File: src/rtl/hstd_pkg.sv
package hstd_pkg;

  // nal unit types of interest
  localparam logic [4:0] NalSlice = 5'd1;
  localparam logic [4:0] NalIdr   = 5'd5;

  // default limit on slice header bits
  localparam int unsigned MaxHeaderBitsDefault = 48;

  // words held in the queue between front and back
  localparam int unsigned QueueDepth = 2;

  // frame type codes on the result
  typedef enum logic [1:0] {
    FT_NONE = 2'd0,
    FT_I    = 2'd1,
    FT_P    = 2'd2,
    FT_B    = 2'd3
  } frame_type_e;

  // one classified byte
  typedef struct packed {
    logic [7:0] data;
    logic       last;
    logic       is_zero;
    logic       is_one;
  } word_t;

  // exp-golomb parser state, info kept to the three bits that matter
  typedef struct packed {
    logic [5:0] bits_used;
    logic       code_index;
    logic       counting_zeros;
    logic [4:0] lead_zeros;
    logic [4:0] info_left;
    logic [2:0] info_value;
  } parse_t;

  // result of one parsed bit
  typedef struct packed {
    parse_t      st;
    logic        done;
    frame_type_e ft;
  } step_t;

  localparam parse_t ParseReset = '{
    bits_used:      6'd0,
    code_index:     1'b0,
    counting_zeros: 1'b1,
    lead_zeros:     5'd0,
    info_left:      5'd0,
    info_value:     3'd0
  };

  // slice_type code number to frame type
  function automatic frame_type_e slice_to_frame(logic [4:0] lead, logic [2:0] info);
    logic [3:0] v;
    frame_type_e ft;
    v  = ((4'd1 << lead[1:0]) - 4'd1) + {1'b0, info};
    ft = FT_NONE;
    if (v >= 4'd5) begin
      v = v - 4'd5;
    end
    if (lead > 5'd3) begin
      ft = FT_NONE;
    end else if (v == 4'd0) begin
      ft = FT_P;
    end else if (v == 4'd1) begin
      ft = FT_B;
    end else if (v == 4'd2) begin
      ft = FT_I;
    end
    return ft;
  endfunction

  // one bit through the exp-golomb reader
  function automatic step_t parse_bit(parse_t s, logic b, logic [6:0] max_bits);
    step_t r;
    logic  complete;
    r.st     = s;
    r.done   = 1'b0;
    r.ft     = FT_NONE;
    complete = 1'b0;
    if (({1'b0, s.bits_used} + 7'd1) > max_bits) begin
      r.done = 1'b1;
    end else begin
      r.st.bits_used = s.bits_used + 6'd1;
      if (s.counting_zeros) begin
        if (!b) begin
          if (s.lead_zeros >= 5'd31) begin
            r.done = 1'b1;
          end else begin
            r.st.lead_zeros = s.lead_zeros + 5'd1;
          end
        end else begin
          r.st.counting_zeros = 1'b0;
          r.st.info_left      = s.lead_zeros;
          r.st.info_value     = 3'd0;
          complete            = (s.lead_zeros == 5'd0);
        end
      end else begin
        r.st.info_value = {s.info_value[1:0], b};
        r.st.info_left  = s.info_left - 5'd1;
        complete        = (s.info_left == 5'd1);
      end
      if (complete) begin
        if (!s.code_index) begin
          r.st.code_index     = 1'b1;
          r.st.counting_zeros = 1'b1;
          r.st.lead_zeros     = 5'd0;
          r.st.info_value     = 3'd0;
        end else begin
          r.done = 1'b1;
          r.ft   = slice_to_frame(r.st.lead_zeros, r.st.info_value);
        end
      end
    end
    return r;
  endfunction

endpackage

File: src/rtl/hstd_front.sv
module hstd_front (
  input  logic             clk_i,
  input  logic             rst_ni,
  input  logic             in_valid_i,
  output logic             in_stall_o,
  input  logic [7:0]       data_byte_i,
  input  logic             last_byte_i,
  output logic             word_valid_o,
  input  logic             word_stall_i,
  output hstd_pkg::word_t  word_o
);

  logic            valid_q;
  hstd_pkg::word_t word_q;
  logic            take;

  // stage is free when empty or when its word moves on
  assign take       = !valid_q || !word_stall_i;
  assign in_stall_o = !take;

  // register and classify the incoming byte
  always_ff @(posedge clk_i or negedge rst_ni) begin
    if (!rst_ni) begin
      valid_q <= 1'b0;
    end else if (take) begin
      valid_q <= in_valid_i;
    end
  end

  always_ff @(posedge clk_i) begin
    if (take && in_valid_i) begin
      word_q.data    <= data_byte_i;
      word_q.last    <= last_byte_i;
      word_q.is_zero <= (data_byte_i == 8'h00);
      word_q.is_one  <= (data_byte_i == 8'h01);
    end
  end

  assign word_valid_o = valid_q;
  assign word_o       = word_q;

endmodule

File: src/rtl/hstd_queue.sv
module hstd_queue (
  input  logic             clk_i,
  input  logic             rst_ni,
  input  logic             push_valid_i,
  output logic             push_stall_o,
  input  hstd_pkg::word_t  push_word_i,
  output logic             pop_valid_o,
  input  logic             pop_i,
  output hstd_pkg::word_t  pop_word_o
);

  localparam int unsigned PtrW = $clog2(hstd_pkg::QueueDepth);
  localparam int unsigned CntW = $clog2(hstd_pkg::QueueDepth + 1);

  hstd_pkg::word_t mem_q [hstd_pkg::QueueDepth];
  logic [PtrW-1:0] wr_ptr_q, rd_ptr_q;
  logic [CntW-1:0] count_q;
  logic            push, pop;

  assign push_stall_o = (count_q == CntW'(hstd_pkg::QueueDepth));
  assign pop_valid_o  = (count_q != '0);
  assign pop_word_o   = mem_q[rd_ptr_q];
  assign push         = push_valid_i && !push_stall_o;
  assign pop          = pop_i && pop_valid_o;

  // pointers and fill count
  always_ff @(posedge clk_i or negedge rst_ni) begin
    if (!rst_ni) begin
      wr_ptr_q <= '0;
      rd_ptr_q <= '0;
      count_q  <= '0;
    end else begin
      if (push) begin
        wr_ptr_q <= (wr_ptr_q == PtrW'(hstd_pkg::QueueDepth - 1)) ? '0 : wr_ptr_q + 1'b1;
      end
      if (pop) begin
        rd_ptr_q <= (rd_ptr_q == PtrW'(hstd_pkg::QueueDepth - 1)) ? '0 : rd_ptr_q + 1'b1;
      end
      if (push && !pop) begin
        count_q <= count_q + 1'b1;
      end else if (pop && !push) begin
        count_q <= count_q - 1'b1;
      end
    end
  end

  // storage
  always_ff @(posedge clk_i) begin
    if (push) begin
      mem_q[wr_ptr_q] <= push_word_i;
    end
  end

endmodule

File: src/rtl/hstd_back.sv
module hstd_back #(
  parameter int unsigned MAX_HEADER_BITS = hstd_pkg::MaxHeaderBitsDefault
) (
  input  logic             clk_i,
  input  logic             rst_ni,
  input  logic             word_valid_i,
  output logic             word_pop_o,
  input  hstd_pkg::word_t  word_i,
  output logic             out_valid_o,
  input  logic             out_stall_i,
  output logic [1:0]       frame_type_o
);

  localparam logic [6:0] MaxBits = 7'(MAX_HEADER_BITS);

  typedef enum logic [1:0] {
    PH_HEADER,
    PH_SCAN,
    PH_PARSE,
    PH_DONE
  } phase_e;

  phase_e                phase_q, phase_d;
  logic [1:0]            zero_run_q, zero_run_d;
  hstd_pkg::parse_t      parse_q, parse_d;
  logic                  out_valid_q;
  hstd_pkg::frame_type_e frame_q;
  logic                  advance, pop;
  logic                  have;
  hstd_pkg::frame_type_e ft;

  // a word is taken whenever the result register can be refilled
  assign advance    = !out_valid_q || !out_stall_i;
  assign pop        = advance && word_valid_i;
  assign word_pop_o = pop;

  // one byte through the detector
  always_comb begin
    hstd_pkg::step_t r;
    logic            found;
    logic            was_done;
    phase_d    = phase_q;
    zero_run_d = zero_run_q;
    parse_d    = parse_q;
    have       = 1'b0;
    ft         = hstd_pkg::FT_NONE;
    found      = 1'b0;
    was_done   = 1'b0;
    r          = '0;
    unique case (phase_q)
      PH_HEADER: begin
        if (word_i.data[4:0] == hstd_pkg::NalIdr) begin
          ft      = hstd_pkg::FT_I;
          have    = 1'b1;
          phase_d = PH_DONE;
        end else if (word_i.data[4:0] == hstd_pkg::NalSlice) begin
          parse_d = hstd_pkg::ParseReset;
          phase_d = PH_PARSE;
        end else begin
          zero_run_d = {1'b0, word_i.is_zero};
          phase_d    = PH_SCAN;
        end
      end
      PH_SCAN: begin
        // look for two or more zero bytes then 0x01
        if (word_i.is_zero) begin
          if (zero_run_q < 2'd2) begin
            zero_run_d = zero_run_q + 2'd1;
          end
        end else if (word_i.is_one && zero_run_q >= 2'd2) begin
          zero_run_d = 2'd0;
          phase_d    = PH_HEADER;
        end else begin
          zero_run_d = 2'd0;
        end
      end
      PH_PARSE: begin
        // eight bits, msb first, stop at the decision
        for (int k = 7; k >= 0; k--) begin
          if (!found) begin
            r       = hstd_pkg::parse_bit(parse_d, word_i.data[k], MaxBits);
            parse_d = r.st;
            if (r.done) begin
              found = 1'b1;
              ft    = r.ft;
            end
          end
        end
        if (found) begin
          have    = 1'b1;
          phase_d = PH_DONE;
        end
      end
      PH_DONE: begin
      end
      default: begin
      end
    endcase
    // end of buffer: report if still undecided, then start over
    if (word_i.last) begin
      was_done   = (phase_d == PH_DONE) && !have;
      phase_d    = PH_HEADER;
      zero_run_d = 2'd0;
      parse_d    = hstd_pkg::ParseReset;
      if (!was_done && !have) begin
        ft   = hstd_pkg::FT_NONE;
        have = 1'b1;
      end
    end
  end

  // state and result register
  always_ff @(posedge clk_i or negedge rst_ni) begin
    if (!rst_ni) begin
      phase_q     <= PH_HEADER;
      zero_run_q  <= 2'd0;
      parse_q     <= hstd_pkg::ParseReset;
      out_valid_q <= 1'b0;
      frame_q     <= hstd_pkg::FT_NONE;
    end else begin
      if (pop) begin
        phase_q    <= phase_d;
        zero_run_q <= zero_run_d;
        parse_q    <= parse_d;
      end
      if (advance) begin
        out_valid_q <= pop && have;
        frame_q     <= ft;
      end
    end
  end

  assign out_valid_o  = out_valid_q;
  assign frame_type_o = frame_q;

endmodule

File: src/rtl/h264_slice_type_detect_unit.sv
// H.264 slice type detector. Feed the bytes of one buffer, NAL header byte
// first, one byte per word, with last_byte_i set on the final byte; exactly one
// frame_type_o word (0 none, 1 I, 2 P, 3 B) comes out per buffer, either as
// soon as the type is known or on the final byte. Non-slice NAL units are
// skipped up to the next start code; for a type-1 slice the first two
// Exp-Golomb codes are read, and more than MAX_HEADER_BITS header bits gives
// none. Sustained rate is one byte per cycle while nothing stalls: the back
// end decodes all eight bits of a byte at once. A result is registered once
// its byte has passed the input register, the queue and the result register,
// and either side may stall without stopping the other until the queue fills.
module h264_slice_type_detect_unit #(
  parameter int unsigned MAX_HEADER_BITS = hstd_pkg::MaxHeaderBitsDefault
) (
  input  logic       clk_i,
  input  logic       rst_ni,
  input  logic       in_valid_i,
  output logic       in_stall_o,
  input  logic [7:0] data_byte_i,
  input  logic       last_byte_i,
  output logic       out_valid_o,
  input  logic       out_stall_i,
  output logic [1:0] frame_type_o
);

  logic            f_valid, f_stall;
  hstd_pkg::word_t f_word;
  logic            q_valid, q_pop;
  hstd_pkg::word_t q_word;

  // front: take and classify bytes
  hstd_front u_front (
    .clk_i        (clk_i),
    .rst_ni       (rst_ni),
    .in_valid_i   (in_valid_i),
    .in_stall_o   (in_stall_o),
    .data_byte_i  (data_byte_i),
    .last_byte_i  (last_byte_i),
    .word_valid_o (f_valid),
    .word_stall_i (f_stall),
    .word_o       (f_word)
  );

  // decoupling queue
  hstd_queue u_queue (
    .clk_i        (clk_i),
    .rst_ni       (rst_ni),
    .push_valid_i (f_valid),
    .push_stall_o (f_stall),
    .push_word_i  (f_word),
    .pop_valid_o  (q_valid),
    .pop_i        (q_pop),
    .pop_word_o   (q_word)
  );

  // back: start code scan, slice header parse, result
  hstd_back #(
    .MAX_HEADER_BITS (MAX_HEADER_BITS)
  ) u_back (
    .clk_i        (clk_i),
    .rst_ni       (rst_ni),
    .word_valid_i (q_valid),
    .word_pop_o   (q_pop),
    .word_i       (q_word),
    .out_valid_o  (out_valid_o),
    .out_stall_i  (out_stall_i),
    .frame_type_o (frame_type_o)
  );

endmodule

File: config.mk
export PLATFORM = sky130hd
export DESIGN_NAME = h264_slice_type_detect_unit
export DESIGN_NICKNAME = d
export VERILOG_FILES = /design/src/rtl/hstd_pkg.sv /design/src/rtl/hstd_front.sv /design/src/rtl/hstd_queue.sv /design/src/rtl/hstd_back.sv /design/src/rtl/h264_slice_type_detect_unit.sv
export SDC_FILE = /design/constraint.sdc
export NUM_CORES = 1
export LEC_CHECK = 0
export BUFFER_PORTS_ARGS = -buffer_cell sky130_fd_sc_hd__buf_2
export CAP_MARGIN = 20
export CORE_AREA = 2 2 148 150
export CTS_CLUSTER_DIAMETER = 120
export DETAILED_ROUTE_END_ITERATION = 16
export DIE_AREA = 0 0 150 152
export PLACE_DENSITY = 0.83
export SYNTH_ARGS = -nofsm -noshare
export SYNTH_HDL_FRONTEND = slang
export SYNTH_SLANG_ARGS = --single-unit
File: constraint.sdc
create_clock -name clk_i -period 20.5 [get_ports clk_i]
set_input_delay 4.1 -clock clk_i [delete_from_list [all_inputs] [get_ports clk_i]]
set_output_delay 4.1 -clock clk_i [all_outputs]
set_load 0.05 [all_outputs]
======== After elaboration in Yosys (flattened, before gate mapping) ========
Memories as Yosys holds them, arrays and structs flattened.
Cells that the tools add are included.
word-level totals
  bits in registers ....................... 44
  bits in latches ......................... 0
  RAM bits ................................ 22
  bits in read-only memories .............. 0
  bits of input ports ..................... 13
  output and inout port bits .............. 4
  word-level logic and storage cells ...... 610
  memories kept ........................... 1
operators by class
  $add $sub $neg .......................... 61
  $mul .................................... 0
  div/mod/pow operators ................... 0
  magnitude comparators ................... 34
  equality and inequality tests ........... 35
  shift operators ......................... 8
  mux-type cells .......................... 408
  bitwise operators ....................... 0
  reductions and logical operators ........ 45
memories
  name           depth  bits a word  read ports  clocked after memory_dff  wr ports  line              source
  u_queue.mem_q  2      11           1           0                         1         hstd_queue.sv:15  hstd_pkg::word_t mem_q [hstd_pkg::QueueDepth];
operator list
  kind                   count
  $mux W21               25
  $mux W8                39
  $mux W6                49
  $mux W4                47
  $mux W1                140
  $mux W2                63
  $mux W5                16
  $add A6 B1 Y7 const B  8
  $gt A7 B6 Y1 const B   8
  $mux W7                8
  $add A6 B1 Y6 const B  8
  $mux W3                16
  $eq A5 B1 Y1 const B   9
  $pmux W21 S2           1
  $add A5 B1 Y5 const B  8
  $ge A5 B5 Y1 const B   8
  $gt A5 B2 Y1 const B   8
  $logic_not A5 Y1       8
  $sub A5 B1 Y5 const B  8
  $add A4 B3 Y4          8
  $eq A4 B1 Y1 const B   8
  $eq A4 B2 Y1 const B   8
  $ge A4 B3 Y1 const B   8
  $logic_not A4 Y1       8
  other kinds (27)       74

======== Depth between registers and ports, before layout ========
  depth in word-level cells ............... 227
  mapped depth ............................ 87
  mapped depth without buffers ............ 85

======== Hierarchy ========
A second synthesis with hierarchy kept.
unflattened totals
  cell total of the unflattened synthesis .. 1908
  area, all modules ....................... 13888.3 sq um
modules (own cells, without submodules)
  module      instances  cells each  area an instance (sq um)  seq. area each (sq um)
  hstd_back   1          1835        12433.2                   701.9
  hstd_queue  1          53          1039.7                    760.7
  hstd_front  1          20          415.4                     355.3

======== Worst setup path after synthesis ========
No wires, ideal clock.
  path kind ............................... register -> register
  start point ............................. register u_back.parse_q[8] in the netlist's numbering
  end point ............................... register u_back.frame_q[1], in the netlist u_back.frame_type_o[1]
  library setup time ...................... 67 ps
  arrival time ............................ 16939 ps
  data required time ...................... 20433 ps
  setup slack ............................. 3494 ps
  stages on the path, launching flop included .. 85
  buffers on the path ..................... 2
  clock period less this slack ............ 17006 ps
  cells stage by stage .................... dfrtp_1 > clkbuf_1 > inv_1 > ha_1 > nor4b_1 > nand3_1 > nand2_1 > o211ai_1 > mux2i_1 > inv_1 > ha_1 > and3_1 > ha_1 > nor3_1 > xnor2_1 > a41o_1 > a31oi_1 > inv_1 > (+49 left out) > nor2_1 > ha_1 > or3_1 > nor2_1 > mux2i_1 > nand2b_1 > ha_1 > inv_1 > ha_1 > inv_1 > fa_1 > xnor2_1 > inv_1 > nor4_1 > or2_1 > mux2_2 > o41ai_1 > a22o_1
on the way
  word-level cells in the longest chain between the ends .. 111
  elaborated cells between the ends (all ways) .. 484
  those cells by class .................... add/sub (49); order compare (30); eq/ne (16); shift (8); mux (361); reduce/logical (20)
ends and longest elaborated chain
  what                                           line                            source
  start: declaration                             hstd_back.sv:25                 hstd_pkg::parse_t parse_q, parse_d;
  start signal: assignment                       hstd_back.sv:117                parse_q <= hstd_pkg::ParseReset;
  start signal: assignment                       hstd_back.sv:124                parse_q <= parse_d;
  $add A5 B1 Y5 or $ge A5 B5 Y1 (tied branches)  hstd_pkg.sv:93, hstd_pkg.sv:90
  $mux W5                                        hstd_pkg.sv:90                  if (s.lead_zeros >= 5'd31) begin
  $mux W5                                        hstd_pkg.sv:89                  if (!b) begin
  $mux W6                                        hstd_pkg.sv:88                  if (s.counting_zeros) begin
  $mux W6                                        hstd_pkg.sv:84                  if (({1'b0, s.bits_used} + 7'd1) > max_bits) begin
  $mux W6                                        hstd_back.sv:50                 unique case (phase_q)
  $mux W6                                        hstd_pkg.sv:107                 if (!s.code_index) begin
  $mux W7                                        hstd_pkg.sv:106                 if (complete) begin
  (+95 left out)                                 n/a
  $mux W3                                        hstd_pkg.sv:107
  $mux W6                                        hstd_pkg.sv:106
  $mux W2                                        hstd_pkg.sv:84
  $mux W2                                        hstd_back.sv:83                 if (r.done) begin
  $mux W2                                        hstd_back.sv:80                 if (!found) begin
  $pmux W2 S2                                    hstd_back.sv:50
  $mux W2                                        hstd_back.sv:105                if (!was_done && !have) begin
  $mux W2 *                                      hstd_back.sv:100                if (word_i.last) begin
  end signal: assignment                         hstd_back.sv:119                frame_q <= hstd_pkg::FT_NONE;
  end signal: assignment                         hstd_back.sv:128                frame_q <= ft;
  end: declaration                               hstd_back.sv:27                 hstd_pkg::frame_type_e frame_q;
Mark *: on every way between the ends. The rest lies on a longest branch, timed or not. The select of a mux whose other input is x is not followed.
A chain may end at the register's enable or synchronous reset.

======== Final worst setup path ========
Same ends and word-level chain as after synthesis.

==> metrics.cfg <==
[sta]
clock.fmax_ghz = 0.0529
period_share_pct = 92.2
rsz0062_at_grt = false
fin_crit_ps = 18890
hold_viol_final = 0
worst_pin_slew_ps = 1090
maxSlewViolCount = 0
relSlewSlack_pct = 26.7
final.setup.tns_ps = 0
skew_ps = 10.2
setup_viol = 0

[route]
vias = 14589
drtPass1Iterations = 6
routed_wirelength_microns = 41500
initialDrtViolationCount = 1838
routed_via_density = 7.12
drcViolationCount = 0
avgRoutedWirePerCell_microns = 20.3
ant_nets = 0

[critical_path]
rr_worst_depth = 82
worstPathRequired_ps = 20770
crit_fanout = 14
endpoint_kind = register
rr_endpoint = u_back.frame_type_o[1]
cp.arrival_ps = 19160
r2r_setup_slack_ps = 1610
slowest_delay_ps = 550
path_class = register to register
cpMostUsedCell = ha_1
worstSetupStartpointType = register
crit_slowest_cell = dfrtp_1
reg2reg_from = u_back.parse_q[8]

[outcome]
outcome = finished, final reports clean

[synthesis]
synth-seq-cells = 66
avgSynthCellArea_sq_um = 7.34
synth_top_flop_cell = edfxtp_1
syn_area_sq_mm = 0.0131
synth-async-reset-ratio_pct = 50.0
yosys_warnings = 0
netlist_instances = 1788
synth_edf_count = 33
seq_area_frac_synth_pct = 13.9
syn_nets = 1908
synth_cell_types = 131

[min_path]
hold_depth = 0
worstHoldPathType = register to register
min_to = u_queue.mem_q[0][9]
hold_start = u_front.word_o[9]

[floorplan]
dieArea_sq_mm = 0.0228
row_count = 54
start_util_pct = 61.5
coreArea_sq_mm = 0.0214
num_io_pins = 17
die_y_microns = 152
chipWidth_microns = 150

[job]
drv_cap = 0

[clock_network]
clock-sinks = 66
root_buffer = clkbuf_16
tritoncts = yes
htreeDepth = 3
clock_latency_ps = 340
clk_pin_slew_worst_paths_ps = 60
clockBufferDepth = 2
post_cts_buffers = 0
cts_buffers = 9

[place]
portBuffers = 16
place_congestion = 0.981
place_hpwl_microns = 32100

[global_route]
grt_max_degree = 34
grt_pass1_wl_microns = 66600
grt_use_total_pct = 35.1
grt_pass1_vias = 13428
gr-total-overflow = 0
antenna_found_initial = 0

[layout]
syn_to_final_growth_pct = 4.71
drive_above_1_share_pct = 9.50
antenna_cells = 0
layout.nets = 1883

==> area by class of cell <==
cell class              instances  area, sq um
flip-flops and latches         66         1820
fillers                      1936         7610
multi-input cells            1534        10600
inverters                     121          454
repair buffers                 31          190
well taps                     280          350
clock inverters                 6         70.1
clock buffers                  10          250
==> synth_stat cells (8+ instances only) <==
cell | instances | area (sq um)
nor2b_1 | 14 | 87.6
dfrtp_1 | 32 | 801
mux2i_1 | 27 | 270
o21ai_0 | 106 | 531
nor2_1 | 168 | 631
o31ai_1 | 24 | 180
ha_1 | 99 | 1240
o31a_1 | 12 | 105
a211oi_1 | 23 | 173
a221oi_1 | 11 | 96.3
or3_1 | 18 | 113
a22oi_1 | 21 | 158
o21a_1 | 16 | 120
a22o_1 | 15 | 131
xnor2_1 | 52 | 455
nor4_1 | 19 | 119
nand4_1 | 22 | 138
fa_1 | 8 | 160
a2bb2oi_1 | 9 | 78.8
o21ai_1 | 13 | 65.1
o211ai_1 | 14 | 105
a21oi_1 | 117 | 586
nand3_1 | 71 | 355
mux2_2 | 17 | 191
xor2_1 | 15 | 131
and3_1 | 35 | 219
nor3_1 | 55 | 275
a31o_2 | 10 | 87.6
buf_2 | 19 | 95.1
nand2b_1 | 27 | 169
nand2_1 | 168 | 631
o22ai_1 | 25 | 156
clkbuf_1 | 37 | 139
a21o_1 | 20 | 150
o22a_1 | 10 | 87.6
and2_1 | 22 | 138
edfxtp_1 | 33 | 991
a31oi_1 | 39 | 244
inv_1 | 119 | 447
==> timing repair <==
action                                  4_1_cts  5_1_grt
resized for setup                             0       17
endpoints found under the setup margin        0        2
hold buffers                                  0        0
==> metrics by stage <==
stage	cell area, sq um	setup WS [ps]	utilization [%]	hold slack, ps	instances
2_1_floorplan	13100	3490	-	421	1788
3_3_place_gp	13300	1240	62.5	422	2031
3_5_place_dp	13300	411	62.5	434	2031
4_1_cts	13700	289	64.0	447	2047
5_1_grt	13700	105	64.4	460	2048
6_report	13700	1610	64.4	452	2048
==> cells by family after synthesis <==
group / share of synthesized area (%)
AO/OA/AOI/OAI: 34.7
multiplexers: 3.71
buffers and inverters: 5.88
flip-flops: 13.9
AND/OR/NAND/NOR: 26.7
adder cells (fa/ha/maj): 10.7
XOR/XNOR: 4.47
==> sequential cells by signal, indices dropped and copies added, names as in the netlist <==
name                  cells
u_queue.rd_ptr_q          1
u_back.parse_q           21
u_queue.mem_q            22
u_queue.count_q           2
u_front.word_valid_o      1
u_front.word_o           11
u_queue.wr_ptr_q          1
u_back.out_valid_o        1
u_back.frame_type_o       2
u_back.phase_q            2
u_back.zero_run_q         2
==> worst max-delay path: cells and delay by family (launching register included) <==
family | cells | cell delay (ps)
compound gates | 17 | 5010
fa+ha+maj | 19 | 4650
xor+xnor | 3 | 450
mux | 3 | 1160
flops | 1 | 550
simple gates | 26 | 5320
buf+inv | 14 | 1660
==> layer usage <==
layer | global-route usage, % | up-vias | wire length [microns]
li1 | - | 6753 | -
met1 | 47.4 | 6935 | 16900
met2 | 57.5 | 777 | 19600
met3 | 4.62 | 124 | 3590
met4 | 12.4 | 0 | 1400
met5 | 0 | - | 0
==> layout by cell type (no fill, tap or decap), types with 22 or more instances in the layout <==
| cell | n |
|---|---|
| nor2_1 | 166 |
| a21oi_1 | 116 |
| o31ai_1 | 24 |
| nand3_1 | 71 |
| o22ai_1 | 25 |
| nor3_1 | 54 |
| and2_1 | 22 |
| dfrtp_1 | 32 |
| inv_1 | 119 |
| nand2b_1 | 27 |
| edfxtp_1 | 33 |
| nand4_1 | 22 |
| a31oi_1 | 39 |
| o21ai_0 | 105 |
| and3_1 | 34 |
| ha_1 | 98 |
| nand2_1 | 167 |
| mux2i_1 | 24 |
| xnor2_1 | 52 |
==> how the worst max path moves through the flow <==
stage	to	startpoint	slack (ps)	cells after the start
floorplan	u_back.frame_type_o[1]	u_back.parse_q[8]	3490	84
CTS	u_back.frame_type_o[1]	u_back.parse_q[15]	290	83
global placement	u_back.frame_type_o[1]	u_back.parse_q[15]	1240	83
global route	u_back.frame_type_o[1]	u_back.parse_q[8]	100	82
finish	u_back.frame_type_o[1]	u_back.parse_q[8]	1610	82
detailed placement	u_back.frame_type_o[1]	u_back.parse_q[15]	410	83
Power is left out: the tool's default activity adds up to more than one toggle a clock period on the data nets, which glitch-free logic cannot reach.
